File: src/hdl/olist_pkg.sv
// ----------------------------------------------------------------------------
// olist_pkg: shared types and codes for the ordered list block
// Item layouts for both channels, operation and status codes, and the
// sequencer states.
// ----------------------------------------------------------------------------
package olist_pkg;

  localparam int CAPACITY_DEF = 64;

  localparam logic [1:0] KIND_APPEND = 2'd0;
  localparam logic [1:0] KIND_DELETE = 2'd1;
  localparam logic [1:0] KIND_LOOKUP = 2'd2;
  localparam logic [1:0] KIND_NOP    = 2'd3;

  localparam logic [1:0] ST_DONE     = 2'd0;
  localparam logic [1:0] ST_FULL     = 2'd1;
  localparam logic [1:0] ST_RANGE    = 2'd2;
  localparam logic [1:0] ST_NOTFOUND = 2'd3;

  typedef struct packed {
    logic [1:0]         kind;
    logic signed [31:0] item_value;
    logic [5:0]         position;
  } in_t;

  typedef struct packed {
    logic [1:0] status;
    logic [5:0] found_position;
    logic [6:0] list_length;
    logic       is_empty;
  } out_t;

  typedef enum logic [1:0] {
    S_IDLE,
    S_DEL,
    S_FIND,
    S_DONE
  } state_t;

endpackage

File: src/hdl/ordered_list_append_delete_search.sv
// Append and no-op: the item goes through the done state to the output register.
// Delete reads each entry after the position and writes it one place lower; lookup
// reads from the head until the first match or the end of the list.
// Both scans go one entry per cycle through the single read port of the value memory.
// One item is worked on at a time; a finished result may wait in the output register.
// Reset empties the list at once; the value memory is not cleared.
// ----------------------------------------------------------------------------
// ordered_list_append_delete_search: bounded ordered list of signed values
// Append at the tail, delete at a position with the gap closed, and lookup of
// the first position holding a value, over a single memory and a sequencer.
// ----------------------------------------------------------------------------
module ordered_list_append_delete_search #(
  parameter int CAPACITY = olist_pkg::CAPACITY_DEF
) (
  input  logic             clk,
  input  logic             rst,
  input  logic             in_valid,
  output logic             in_ready,
  input  olist_pkg::in_t   in_item,
  output logic             out_valid,
  input  logic             out_ready,
  output olist_pkg::out_t  out_item
);

  // Address width indexes the memory; the count width can hold CAPACITY itself.
  localparam int AW = (CAPACITY > 1) ? $clog2(CAPACITY) : 1;
  localparam int CW = $clog2(CAPACITY + 1);
  localparam int PW = (CW > 6) ? CW : 6;

  olist_pkg::state_t state, state_next;

  // Entry storage. Entries at and beyond the count are never read.
  logic signed [31:0] mem [CAPACITY];
  logic signed [31:0] rdata;

  logic [CW-1:0]      count, count_next;
  logic [CW-1:0]      rd_idx, rd_idx_next;
  logic [CW-1:0]      pend_idx, pend_idx_next;
  logic [CW-1:0]      pend_prev;
  logic               pend, pend_next;
  logic signed [31:0] value, value_next;
  logic [1:0]         res_status, res_status_next;
  logic [5:0]         res_found, res_found_next;

  logic               wr_en;
  logic [AW-1:0]      wr_addr;
  logic signed [31:0] wr_data;
  logic               rd_en;

  logic               in_fire;
  logic               out_free;
  logic               more;
  logic               scan_end;
  logic               hit;
  logic               full;
  logic               range_err;

  assign in_ready  = (state == olist_pkg::S_IDLE);
  assign in_fire   = in_valid && in_ready;
  assign out_free  = !out_valid || out_ready;

  // Scan control: more entries left to read, and nothing still in flight.
  assign more      = (rd_idx < count);
  assign scan_end  = !more && !pend;
  assign pend_prev = pend_idx - CW'(1);

  // The one shared comparator: registered read data against the searched value.
  assign hit       = pend && (rdata == value);

  assign full      = (count >= CW'(CAPACITY));
  assign range_err = (PW'(in_item.position) >= PW'(count));

  // Next state.
  always_comb begin
    state_next = state;
    unique case (state)
      olist_pkg::S_IDLE: begin
        if (in_fire) begin
          if ((in_item.kind == olist_pkg::KIND_DELETE) && !range_err) begin
            state_next = olist_pkg::S_DEL;
          end else if (in_item.kind == olist_pkg::KIND_LOOKUP) begin
            state_next = olist_pkg::S_FIND;
          end else begin
            state_next = olist_pkg::S_DONE;
          end
        end
      end
      olist_pkg::S_DEL: begin
        if (scan_end) begin
          state_next = olist_pkg::S_DONE;
        end
      end
      olist_pkg::S_FIND: begin
        if (hit || scan_end) begin
          state_next = olist_pkg::S_DONE;
        end
      end
      olist_pkg::S_DONE: begin
        if (out_free) begin
          state_next = olist_pkg::S_IDLE;
        end
      end
      default: state_next = olist_pkg::S_IDLE;
    endcase
  end

  // Datapath control and register next values.
  always_comb begin
    wr_en           = 1'b0;
    wr_addr         = count[AW-1:0];
    wr_data         = in_item.item_value;
    rd_en           = 1'b0;
    count_next      = count;
    rd_idx_next     = rd_idx;
    pend_next       = 1'b0;
    pend_idx_next   = rd_idx;
    value_next      = value;
    res_status_next = res_status;
    res_found_next  = res_found;

    unique case (state)
      olist_pkg::S_IDLE: begin
        if (in_fire) begin
          value_next      = in_item.item_value;
          res_status_next = olist_pkg::ST_DONE;
          res_found_next  = 6'd0;
          unique case (in_item.kind)
            olist_pkg::KIND_APPEND: begin
              if (full) begin
                res_status_next = olist_pkg::ST_FULL;
              end else begin
                wr_en      = 1'b1;
                count_next = count + CW'(1);
              end
            end
            olist_pkg::KIND_DELETE: begin
              if (range_err) begin
                res_status_next = olist_pkg::ST_RANGE;
              end else begin
                // The gap closes by moving each later entry down by one.
                rd_idx_next = CW'(in_item.position) + CW'(1);
              end
            end
            olist_pkg::KIND_LOOKUP: begin
              res_status_next = olist_pkg::ST_NOTFOUND;
              rd_idx_next     = '0;
            end
            olist_pkg::KIND_NOP: begin
              res_status_next = olist_pkg::ST_DONE;
            end
            default: res_status_next = olist_pkg::ST_DONE;
          endcase
        end
      end
      olist_pkg::S_DEL: begin
        if (more) begin
          rd_en         = 1'b1;
          pend_next     = 1'b1;
          pend_idx_next = rd_idx;
          rd_idx_next   = rd_idx + CW'(1);
        end
        if (pend) begin
          wr_en   = 1'b1;
          wr_addr = pend_prev[AW-1:0];
          wr_data = rdata;
        end
        if (scan_end) begin
          count_next = count - CW'(1);
        end
      end
      olist_pkg::S_FIND: begin
        if (hit) begin
          res_status_next = olist_pkg::ST_DONE;
          res_found_next  = 6'(pend_idx);
        end else if (more) begin
          rd_en         = 1'b1;
          pend_next     = 1'b1;
          pend_idx_next = rd_idx;
          rd_idx_next   = rd_idx + CW'(1);
        end
      end
      olist_pkg::S_DONE: begin
        pend_next = 1'b0;
      end
      default: pend_next = 1'b0;
    endcase
  end

  // Value memory: one write port, one registered read port.
  always_ff @(posedge clk) begin
    if (wr_en) begin
      mem[wr_addr] <= wr_data;
    end
    if (rd_en) begin
      rdata <= mem[rd_idx[AW-1:0]];
    end
  end

  // Control state.
  always_ff @(posedge clk) begin
    if (rst) begin
      state     <= olist_pkg::S_IDLE;
      count     <= '0;
      pend      <= 1'b0;
      out_valid <= 1'b0;
    end else begin
      state <= state_next;
      count <= count_next;
      pend  <= pend_next;
      if ((state == olist_pkg::S_DONE) && out_free) begin
        out_valid <= 1'b1;
      end else if (out_ready) begin
        out_valid <= 1'b0;
      end
    end
  end

  // Payload registers. The length is taken from the count once the operation is done.
  always_ff @(posedge clk) begin
    rd_idx     <= rd_idx_next;
    pend_idx   <= pend_idx_next;
    value      <= value_next;
    res_status <= res_status_next;
    res_found  <= res_found_next;
    if ((state == olist_pkg::S_DONE) && out_free) begin
      out_item.status         <= res_status;
      out_item.found_position <= res_found;
      out_item.list_length    <= 7'(count);
      out_item.is_empty       <= (count == '0);
    end
  end

  // The count never passes the capacity.
  assert property (@(posedge clk) disable iff (rst) count <= CW'(CAPACITY))
    else $error("entry count exceeds capacity");

  // An append into a list with room grows it by exactly one.
  assert property (@(posedge clk) disable iff (rst)
    (in_fire && (in_item.kind == olist_pkg::KIND_APPEND) && !full)
      |=> (count == CW'($past(count) + CW'(1))))
    else $error("append did not grow the list by one");

  // A finished delete shrinks the list by exactly one.
  assert property (@(posedge clk) disable iff (rst)
    ((state == olist_pkg::S_DEL) && scan_end)
      |=> ((state == olist_pkg::S_DONE) && (count == CW'($past(count) - CW'(1)))))
    else $error("delete did not shrink the list by one");

  // Shifting during a delete writes only inside the list.
  assert property (@(posedge clk) disable iff (rst)
    ((state == olist_pkg::S_DEL) && wr_en) |-> (pend_prev < count))
    else $error("delete shift writes outside the list");

  // A match ends the lookup with a done status.
  assert property (@(posedge clk) disable iff (rst)
    ((state == olist_pkg::S_FIND) && hit)
      |=> ((state == olist_pkg::S_DONE) && (res_status == olist_pkg::ST_DONE)))
    else $error("lookup match not reported as done");

endmodule

File: config.mk
export PLATFORM = sky130hd
export DESIGN_NAME = ordered_list_append_delete_search
export DESIGN_NICKNAME = d
export VERILOG_FILES = /design/src/hdl/olist_pkg.sv /design/src/hdl/ordered_list_append_delete_search.sv
export SDC_FILE = /design/constraint.sdc
export NUM_CORES = 2
export LEC_CHECK = 0
export BUFFER_PORTS_ARGS = -buffer_cell sky130_fd_sc_hd__buf_2
export CAP_MARGIN = 20
export CORE_ASPECT_RATIO = 1.25
export CORE_MARGIN = 3
export CORE_UTILIZATION = 65
export DETAILED_ROUTE_END_ITERATION = 7
export PLACE_DENSITY_LB_ADDON = 0.2
export REMOVE_ABC_BUFFERS = 1
export SYNTH_ARGS = -nofsm -noshare
export SYNTH_HDL_FRONTEND = slang
export SYNTH_SLANG_ARGS = --single-unit
File: constraint.sdc
create_clock -name clk -period 5.4 [get_ports clk]
set_input_delay 0.54 -clock clk [delete_from_list [all_inputs] [get_ports clk]]
set_output_delay 0.54 -clock clk [all_outputs]
set_load 0.005 [all_outputs]
# --- Word level (Yosys, flattened, before mapping) ---
# Memory sizes are Yosys's and may differ from the RTL's. A register that Yosys moved wholly into a read port is not among the register bits.
# Index checks and enable logic that the tools add are counted.
totals:
  output_inout_bits: 18
  input_bits: 44
  ff_bits: 80
  wordCells: 105
  ramBits: 2048
  n_memories: 1
op_classes:
  magnitude_cmp: 3
  n_mux: 43
  add_sub_neg: 5
  reduce_logical: 23
  eq_ne: 17
mem_list:
  columns: ["name", "words", "word_bits", "read_ports", "rd_ports_with_merged_regs", "write_ports", "line_no", "rtl"]
  rows:
  - ["mem", 64, 32, 1, 1, 1, "ordered_list_append_delete_search.sv:33", "logic signed [31:0] mem [CAPACITY];"]
ops:
  columns: ["cell", "n"]
  rows:
  - ["$mux W32", 2]
  - ["$mux W7", 8]
  - ["$eq A32 B32 Y1", 1]
  - ["$pmux W7 S2", 2]
  - ["$mux W6", 4]
  - ["$pmux W7 S3", 1]
  - ["$mux W2", 8]
  - ["$pmux W2 S4", 2]
  - ["$add A7 B1 Y7 const B", 2]
  - ["$mux W1", 12]
  - ["$ne A2 B2 Y1 const B", 6]
  - ["$pmux W6 S2", 1]
  - ["$reduce_and A5 Y1", 2]
  - ["$eq A2 B2 Y1 const B", 4]
  - ["$add A6 B1 Y7 const B", 1]
  - ["$ge A6 B7 Y1", 1]
  - ["$ge A7 B7 Y1 const B", 1]
  - ["$logic_not A7 Y1", 1]
  - ["$lt A7 B7 Y1", 1]
  - ["$sub A7 B1 Y7 const B", 1]
  - ["$reduce_bool A2 Y1", 3]
  - ["$sub A6 B1 Y6 const B", 1]
  - ["$logic_and A1 B1 Y1", 5]
  - ["$eq A2 B1 Y1 const B", 2]
  - ["12 further kinds", 19]

# --- Longest topological paths before layout ---
depth:
  word_depth: 7
  depth_mapped: 11
  ltp_nobuf: 10

# --- Worst setup path after synthesis ---
# OpenSTA, ideal clock, no wires.
synth_path:
  path_kind: "flip-flop to flip-flop"
  startpoint: "register state[1]"
  endpoint: "memory mem[40][0] (enable)"
  path_stages_with_launch: 9
  required_time_ns: 4.979
  n_path_buf: 2
  t_arrival_ns: 3.213
  synth_period_minus_slack_ns: 3.634
  setup_time_ns: 0.421
  setup_slack_ns: 1.766
  path_cell_list: "dfxtp_1 -> inv_1 -> ha_1 -> clkbuf_1 -> nand2_1 -> clkbuf_1 -> o21ai_0 -> nand3_1 -> nor2_1"
synth_between:
  elab_chain_cells: 6
  word_cells_on_any_way: 8
  classes_between: "eq/ne (1); mux (5); reduce/logical (2)"
synth_lines:
  columns: ["element", "line_no", "rtl"]
  rows:
  - ["from (decl)", "ordered_list_append_delete_search.sv:30", "olist_pkg::state_t state, state_next;"]
  - ["from (signal assigned)", "ordered_list_append_delete_search.sv:202", "state <= olist_pkg::S_IDLE;"]
  - ["from (signal assigned)", "ordered_list_append_delete_search.sv:207", "state <= state_next;"]
  - ["$logic_not A2 Y1", "ordered_list_append_delete_search.sv:58, ordered_list_append_delete_search.sv:121", null]
  - ["$logic_and A1 B1 Y1", "ordered_list_append_delete_search.sv:59", "assign in_fire = in_valid && in_ready;"]
  - ["$mux W1", "ordered_list_append_delete_search.sv:123", "if (in_fire) begin"]
  - ["$pmux W1 S2", "ordered_list_append_delete_search.sv:121", "unique case (state)"]
  - ["$mux W1", "ordered_list_append_delete_search.sv:191", "if (wr_en) begin"]
  - ["$mux W1 (not written as such)", "ordered_list_append_delete_search.sv:192", "mem[wr_addr] <= wr_data;"]
  - ["to (decl)", "ordered_list_append_delete_search.sv:33", null]
# Parallel ways exist; a longest one is shown, timed or not.

# --- Worst setup path in the final report ---
layout_path:
  startpoint: "register state[0]"
  endpoint: "memory mem[1][0] (enable)"
# The elaborated chain is that of the path after synthesis.

==> results.cfg <==
[outcome]
outcome = complete, no violations

[placement]
gp_congestion = 0.9132
dpl.hpwl_mm = 120.0
portBuffers = 61
dp.cells = 5227

[min_path]
hold_depth = 4
min_path_type = input port to flop

[pwr]
power_frac_comb_pct = 29.0
p_sw_share_pct = 30.28
internal-power_mw = 32.39
p_leak_nw = 29.04
netSwitchingPower_mw = 14.07
p_clk_share_pct = 29.6
total_power_mw = 46.46
ir_worst_vdd_uv = 376.3
power_density_nw_per_um2 = 498.8
p_seq_share_pct = 41.4

[timing]
worst_slew_pin_slew_ns = 1.152
slew_headroom_pct = 23.18
fmax_mhz = 235.7
skew_ns = 0.02324
grt_setup_unrepaired = false
period_needed_ns = 4.242
fin_setup_tns_ns = 0
worst_hold_slack_ns = 0.06020
hold_viol = 0
setup_viol_count_final = 0
post-route-period-util_pct = 78.55
slew_viol_final = 0

[critical_path]
rrSetupSlack_ns = 1.16
cp_max_fo = 21
crit_chain = inv_1 > ha_1 > nand2_1 > or4_1 > o22ai_1 > nand2_1 > nor2_4 > buf_4
crit_required_ns = 5.91
critPathSlowestCell = nor2_4
max_stage_delay_ns = 0.93
critPathKind = flop to flop
crit_arrival_ns = 4.75
reg2reg_depth = 8
worstSetupStartpointType = flop
crit_top_cell = nand2_1
endpoint_kind = flop

[routing]
drt_iter0_markers = 6054
wl_mm = 212.3
vias_per_cell = 7.038
drcViolationCount = 0
ant_nets = 0
dr.pass1.iters = 6
vias = 39500
wire_per_inst_um = 37.83

[final_layout]
post-route-util_pct = 73.46
drive_above_1_share_pct = 31.04
finalNetCount = 3819
regArea_um2 = 64690
fill_cells = 6739
synthToLayoutAreaGrowth_pct = 12.17
layout.cells.non_filler = 5613
multi_input_comb_area_um2 = 18020

[floorplanning]
die_x_um = 325.7
die_area_um2 = 132100
core_um2 = 126800
die-height_um = 405.6
initial_core_util_pct = 65.49
num_io_pins = 62
row_count = 146

[cts]
htreeDepth = 4
clock-root-buffer = clkbuf_16
clockBufferDepth = 3
holdBufCountCts = 32
cts_setup_buffers = 0
post_cts_resized = 0
clock_latency_ns = 0.83
path_clk_slew_ns = 0.06
clock_sinks = 2160
numCtsBuffers = 188
cts_tree = yes

[yosys]
synth_area_leader_cell = edfxtp_1
synthCells = 3488
async_flop_share_pct = 0
synthDistinctLibCells = 52
yosysMostFrequentCell = edfxtp_1
ys.flop_type = edfxtp_1
ys_warn_count = 0
synth_top_area_share_pct = 77.50
yosysSeqAreaShare_pct = 77.91
synthTopCellsByCount = edfxtp_1, mux4_2, nor2_1, clkbuf_1, nand2_1
synth_area_um2 = 83030
avgSynthCellArea_um2 = 23.80
yosys-top-cells-area = edfxtp_1, mux4_2, a22oi_1
synth_enable_flop_cells = 2143
ys_ff_latch = 2160

[global_routing]
antenna_found_initial = 4
grt_pass1_vias = 40310
grt_usage_pct = 33.23
grt_max_degree = 78
grt_pass1_wl_mm = 305.4
grt-ovfl-total = 0

[job]
maxCapViolCount = 0
power by group through the flow:
| stage | logic [mW] | registers (mW) | clock network [mW] |
|---|---|---|---|
| CTS | 13.4 | 19.2 | 13.8 |
| floorplan | 6.54 | 20.3 | 0 |
| finish | 13.5 | 19.3 | 13.7 |
| detailed placement | 13.2 | 19.6 | 0 |
| global placement | 13.0 | 19.6 | 0 |
| global route | 13.8 | 19.3 | 14.5 |
flip-flops by register name, summed over array words and instances (netlist names), 2 cells and up:
register / flops
count: 7
res_found: 6
state: 2
res_status: 2
rdata: 32
value: 32
out_item: 16
mem: 2048
rd_idx: 7
pend_idx: 6
worst max-delay path: cells and delay by family, from the launching register on:
| kind | cells | cell delay, ns |
|---|---|---|
| and+or+nand+nor | 4 | 2.40 |
| adders and majority gates | 1 | 0.36 |
| DFF | 1 | 0.34 |
| AOI/OAI and AO/OA | 1 | 0.33 |
| buffers and inverters | 2 | 0.47 |
routing by layer:
metal	share of wire [%]	global-route usage, %	wire, µm	vias up
li1	-	-	-	15510
met3	10	6.216	21370	414
met2	50	54.10	107000	2674
met1	34	44.83	72430	20910
met4	5.4	15.24	11550	0
met5	0	0	0	-
worst paths after layout:
path | from | to
max reg2reg | state[0]$_SDFFE_PP0P_ | mem[1][0]$_DFFE_PP_
min reg2reg | res_status[0]$_SDFFCE_PN0P_ | out_item[14]$_DFFE_PP_
max | state[0]$_SDFFE_PP0P_ | mem[1][0]$_DFFE_PP_
min | out_ready | out_valid$_SDFFE_PP0P_
cells in the final DEF (no fill, tap or decap), types with 16 or more instances in the layout:
cell / instances
ha_1: 24
a22oi_1: 56
dfxtp_1: 17
nor2b_1: 19
bufinv_16: 26
mux2_2: 21
mux2i_1: 18
buf_4: 130
nand2_1: 63
xor2_1: 38
nor2_1: 29
clkbuf_1: 30
mux4_2: 620
clkbuf_16: 190
buf_2: 61
dlygate4sd3_1: 32
edfxtp_1: 2143
o21ai_0: 24
inv_1: 17
clkinv_2: 37
buf_12: 16
clkinv_1: 42
nor2_4: 65
stage by stage:
step                      instance area (µm²)  setup WS, ns
after global routing                    93130         1.035
after detailed placement                86490         1.295
after global placement                  86450         1.373
final                                   93130         1.158
after floorplan                         82220        -16.56
after CTS                               93060         1.278
cell type report:
type                    count  area share [%]
flip-flops and latches   2160           69.46
inverters                  17         0.06852
clock buffers             220           5.226
diodes                      3        0.008061
repair buffers            241           2.123
clock inverters           128           1.483
multi-input cells        1142           19.34
well taps                1702           2.287
logic make-up (layout without fill, tap and decap cells):
family,after synthesis,in the layout,share of synthesized area (%)
flops,2160,2160,77.91
mux,674,674,17.52
simple gates,232,232,1.246
buf+inv,186,606,1.055
compound gates,163,163,1.370
xor+xnor,48,48,0.5063
fa+ha+maj,25,25,0.3858
other cells,0,3,0
(Power assumes the default switching activity.)
